$ cat src/design/shared_exclusive_lock_table_macros.svh
// shared assertion macros for the lock table
`ifndef SHARED_EXCLUSIVE_LOCK_TABLE_MACROS_SVH
`define SHARED_EXCLUSIVE_LOCK_TABLE_MACROS_SVH
`define SELT_ASSERT_IMPL(lbl, clk, rstn, ante, cons, msg) \
  lbl: assert property (@(posedge clk) disable iff (!rstn) (ante) |-> (cons)) \
    else $error(msg);
`define SELT_ASSERT_NEXT(lbl, clk, rstn, ante, cons, msg) \
  lbl: assert property (@(posedge clk) disable iff (!rstn) (ante) |=> (cons)) \
    else $error(msg);
`endif

$ cat src/design/selt_ram.sv
// ----------------------------------------------------------------------------
// selt_ram
// generic simple dual-port ram (one write, one read port) with registered read
// ----------------------------------------------------------------------------
module selt_ram #(
  parameter int WIDTH = 8,
  parameter int DEPTH = 16
) (
  input  logic                     clk,
  input  logic                     we,
  input  logic [$clog2(DEPTH)-1:0] waddr,
  input  logic [WIDTH-1:0]         wdata,
  input  logic [$clog2(DEPTH)-1:0] raddr,
  output logic [WIDTH-1:0]         rdata
);
  logic [WIDTH-1:0] mem [DEPTH];
  always_ff @(posedge clk) begin
    if (we) mem[waddr] <= wdata;
    rdata <= mem[raddr];
  end
endmodule

$ cat config.mk
export PLATFORM = sky130hd
export DESIGN_NAME = selt_ram
export DESIGN_NICKNAME = d
export VERILOG_FILES = /design/src/design/shared_exclusive_lock_table_macros.svh /design/src/design/selt_ram.sv
export SDC_FILE = /design/constraint.sdc
export NUM_CORES = 1
export LEC_CHECK = 0
export ABC_AREA = 1
export BUFFER_PORTS_ARGS = -buffer_cell sky130_fd_sc_hd__buf_4
export CORE_MARGIN = 4
export CORE_UTILIZATION = 55
export CTS_CLUSTER_DIAMETER = 80
export DETAILED_ROUTE_END_ITERATION = 10
export GPL_ROUTABILITY_DRIVEN = 0
export PLACE_DENSITY = 0.72
export SKIP_CTS_REPAIR_TIMING = 1
export SLEW_MARGIN = 20
export SYNTH_ARGS = -nofsm -noshare
export SYNTH_HDL_FRONTEND = slang
export SYNTH_SLANG_ARGS = --single-unit
$ cat constraint.sdc
create_clock -name clk -period 2.3 [get_ports clk]
set_input_delay 0.345 -clock clk [delete_from_list [all_inputs] [get_ports clk]]
set_output_delay 0.345 -clock clk [all_outputs]
set_load 0.02 [all_outputs]
==> out/metrics.sh <==
STATUS='completed'
NUM-NETS-FINAL=596
TIMING.REG2REG.WORST_PATH_DEPTH=6
CELL_AREA_SYNTH_MM2=0.00577
SYNTH_COMPOUND_AREA_FRAC=0
SYN_NETS=569
SYNTHXORXNORAREAFRAC=0
VIASPERCELL=5.28
WORST-R2R-SETUP-SLACK_PS=1250
P_PER_AREA_mW_PER_MM2=899
YOSYS_WARN_COUNT=0
FIN_CELLS=727
PLACED_CELLS=695
DETAIL-ROUTE-ANTENNA-NETS=0
SETUP_TOTAL_NEGATIVE_SLACK_PS=0
COMB_POWER_SHARE=0.060
WORSTMARGINPINSLEW_PS=898
CTS_MAX_LEVEL=4
GRT.MET3_USAGE=0.0489
POWER_LEAKAGE_uW=0.00286
IOPINCOUNT=26
PLACE_AREA_MM2=0.00601
CRITPATHCAPTURETYPE='primary output'
WORST_PATH_LARGEST_CELL_DELAY_PS=400
RELSLEWSLACK=0.399
BUFFER_PORTS.INSERTED=25
GR-USAGE-MET2=0.361
DRT_FIRST_ITER_VIOLATIONS=341
PWR-SHARE-CLK=0.471
GRT_PASS1_WL_MM=20.2
NUM_ANTENNA_CELLS=0
PATH_MAX_FANOUT=1
DIE_W_UM=110
TIMING_MAX_TRANSITION_VIOLATIONS_FINAL=0
SYNTH-SEQ-AREA-SHARE=0.694
CLK-INSERTION-DELAY-LATE_PS=520
CRITPATHTOPFAMILY='flip-flops'
AVGROUTEDWIREPERCELL_UM=17.5
CTS_SINKS=136
GRT.OVERFLOW.TOTAL=0
WORST-PATH-BUF-INV=1
TIMING.CRITICAL_PATH.CELLS='buf_4'
CAP_VIOL_MAX_COUNT=0
YS_TYPES=12
POSTLAYOUTCOREUTIL=0.645
LAYOUT-DRIVE-GT1-SHARE=0.108
POWER_REPORT.INTERNAL_TOTAL_uW=4690
FINAL.MIN_CLOCK_PERIOD_PS=1440
WHS_PATH_DEPTH=3
WORST_CLOCK_SKEW_PS=6.86
WORST_HOLD_PATH_TYPE='input port to flip-flop'
CP_DATA_ARRIVAL_TIME_PS=1100
NUMBER_OF_ENDPOINTS_WITH_NEGATIVE_HOLD_SLACK_IN_THE_FINAL_REPORT=0
CTS_MAX_PATH_BUFFERS=2
DIE_AREA_MM2=0.0122
GLOBALROUTE.BUSIESTLAYER='met2'
CRITICAL_PATH_CELL_COUNT=1
FIRST_PASS_ITERS=5
POST-ROUTE-DRC-COUNT=0
POST_SYNTH.CELL_AREA_AVG_UM2=10.5
GLOBALROUTEMET1UTIL=0.313
SYNTHSIMPLEGATEAREAFRAC=0.210
CTS_INSERTED_BUFFERS=17
SYNTH_TOP_FAMILY_BY_AREA='simple AND/OR/NAND/NOR gates'
TOTALWIRELENGTH_MM=12.7
GRT_MAX_DEGREE=65
GRT_PASS1_VIAS=3716
POST-DP-HPWL_MM=7.72
POWER.SWITCHING_uW=1270
VDD.IR_DROP.WORST_mV=0.668
TIMING.FMAX_MHz=693
INITIAL_UTILIZATION=0.561
SWITCHING_SHARE=0.213
SYN2LAYOUT_AREA_GROWTH_PCT=15.0
SEQPWRFRAC=0.468
SETUP-VIOLATIONS-FINAL=0
CTS_TREE='done'
MUXSHAREOFSYNTHAREA=0
GLOBAL_ROUTE.USAGE.TOTAL=0.232
REQUIRED_PS=1960
PLACEMENTROWS=37
DESIGN.CORE.AREA_MM2=0.0103
START_KIND='flip-flop'
CRITICAL-PATH-SLOWEST-CELL='sky130_fd_sc_hd__dfxtp_1'
FLOPS_LATCHES_SYNTH=136
VIAS=3839
RSZ0062_AT_GRT='false'
GRT_ANTENNA_BEFORE_REPAIR=0
CLOCK-ROOT-BUFFER='sky130_fd_sc_hd__clkbuf_8'
SYNTHCELLS=551
CHIPHEIGHT_UM=110
PERIOD_SHARE=0.627
CLOCK_SLEW_AT_THE_REGISTER_CLOCK_PINS_OF_THE_WORST_SETUP_AND_HOLD_PATHS_PS=60
SYNTH_FA_HA_AREA_FRAC=0
CRITPATHKIND='flip-flop to primary output'
POST-ROUTE-CELL-AREA_MM2=0.00663
## cell type report
cell class                      instances  area [µm²]
Clock buffer                           20         445
Clock inverter                         12         175
Fill cell                             794        3650
Inverter                              102         383
Multi-Input combinational cell        289        1210
Sequential cell                       136        4000
Tap cell                              136         170
Timing Repair Buffer                   32         240
## placed cells by master (no fill, tap or decap)
master                       Yosys  routed
sky130_fd_sc_hd__nand2_1       173     173
sky130_fd_sc_hd__edfxtp_1      128     128
sky130_fd_sc_hd__inv_1         100     100
sky130_fd_sc_hd__nand3_1        97      97
sky130_fd_sc_hd__buf_4           4      32
sky130_fd_sc_hd__nor2_1         17      17
sky130_fd_sc_hd__clkbuf_16       0      16
sky130_fd_sc_hd__dfxtp_1         8       8
sky130_fd_sc_hd__clkinvlp_4      0       5
sky130_fd_sc_hd__bufinv_16       0       4
sky130_fd_sc_hd__clkbuf_8        0       3
sky130_fd_sc_hd__inv_2           2       2
sky130_fd_sc_hd__nand3b_1        2       2
sky130_fd_sc_hd__clkinv_4        0       1
sky130_fd_sc_hd__clkinv_2        0       1
sky130_fd_sc_hd__clkinv_1        0       1
sky130_fd_sc_hd__clkbuf_1        0       1
## final timing paths
kind,from,endpoint
max,rdata[2],rdata[2]
min,raddr[3],rdata[4]
max reg2reg,mem[5][4],rdata[4]
min reg2reg,mem[2][7],rdata[7]
## worst min-delay path, stage by stage
cell and delay (ps):
sky130_fd_sc_hd__buf_4 150, sky130_fd_sc_hd__nand3_1 90, sky130_fd_sc_hd__nand2_1 60
## metal layers
metal  wire [µm]  vias to the layer above
met5           0                        -
met3         983                       29
met4         318                        0
met2        6220                      187
met1        5210                     1800
li1            -                     1823
## logic make-up (layout without fill, tap and decap cells)
kind of cell           after synthesis  after routing
DFF                                136            136
and+or+nand+nor                    289            289
buffers and inverters              126            166
## power groups by stage
stage	Sequential (µW)	Combinational, µW	Clock (µW)
5_1_grt	2800	400	2950
4_1_cts	2790	361	2830
2_1_floorplan	2860	195	0
6_report	2790	360	2810
3_5_place_dp	2840	358	0
3_3_place_gp	2840	352	0
## registers in the layout, summed over array words and instances, names as in the netlist
register  cells
rdata         8
mem         128
## per-stage QoR
step	hold WS [ps]	worst slack [ps]	total power [µW]
5_1_grt	156	846	6140
3_5_place_dp	666	536	3200
4_1_cts	125	852	5990
3_3_place_gp	650	559	3200
6_report	154	858	5960
2_1_floorplan	444	1000	3050
## cells in the mapped netlist
cell type / count / area, µm²
sky130_fd_sc_hd__nand2_1: 173 / 649
sky130_fd_sc_hd__edfxtp_1: 128 / 3840
sky130_fd_sc_hd__inv_1: 100 / 375
sky130_fd_sc_hd__nand3_1: 97 / 485
sky130_fd_sc_hd__nor2_1: 17 / 63.8
sky130_fd_sc_hd__buf_2: 13 / 65.1
sky130_fd_sc_hd__dfxtp_1: 8 / 160
sky130_fd_sc_hd__buf_6: 6 / 67.6
sky130_fd_sc_hd__buf_4: 4 / 30.0
sky130_fd_sc_hd__inv_2: 2 / 7.51
sky130_fd_sc_hd__nand3b_1: 2 / 15.0
sky130_fd_sc_hd__buf_1: 1 / 3.75
No activity file was read; power rests on OpenSTA's default activity.
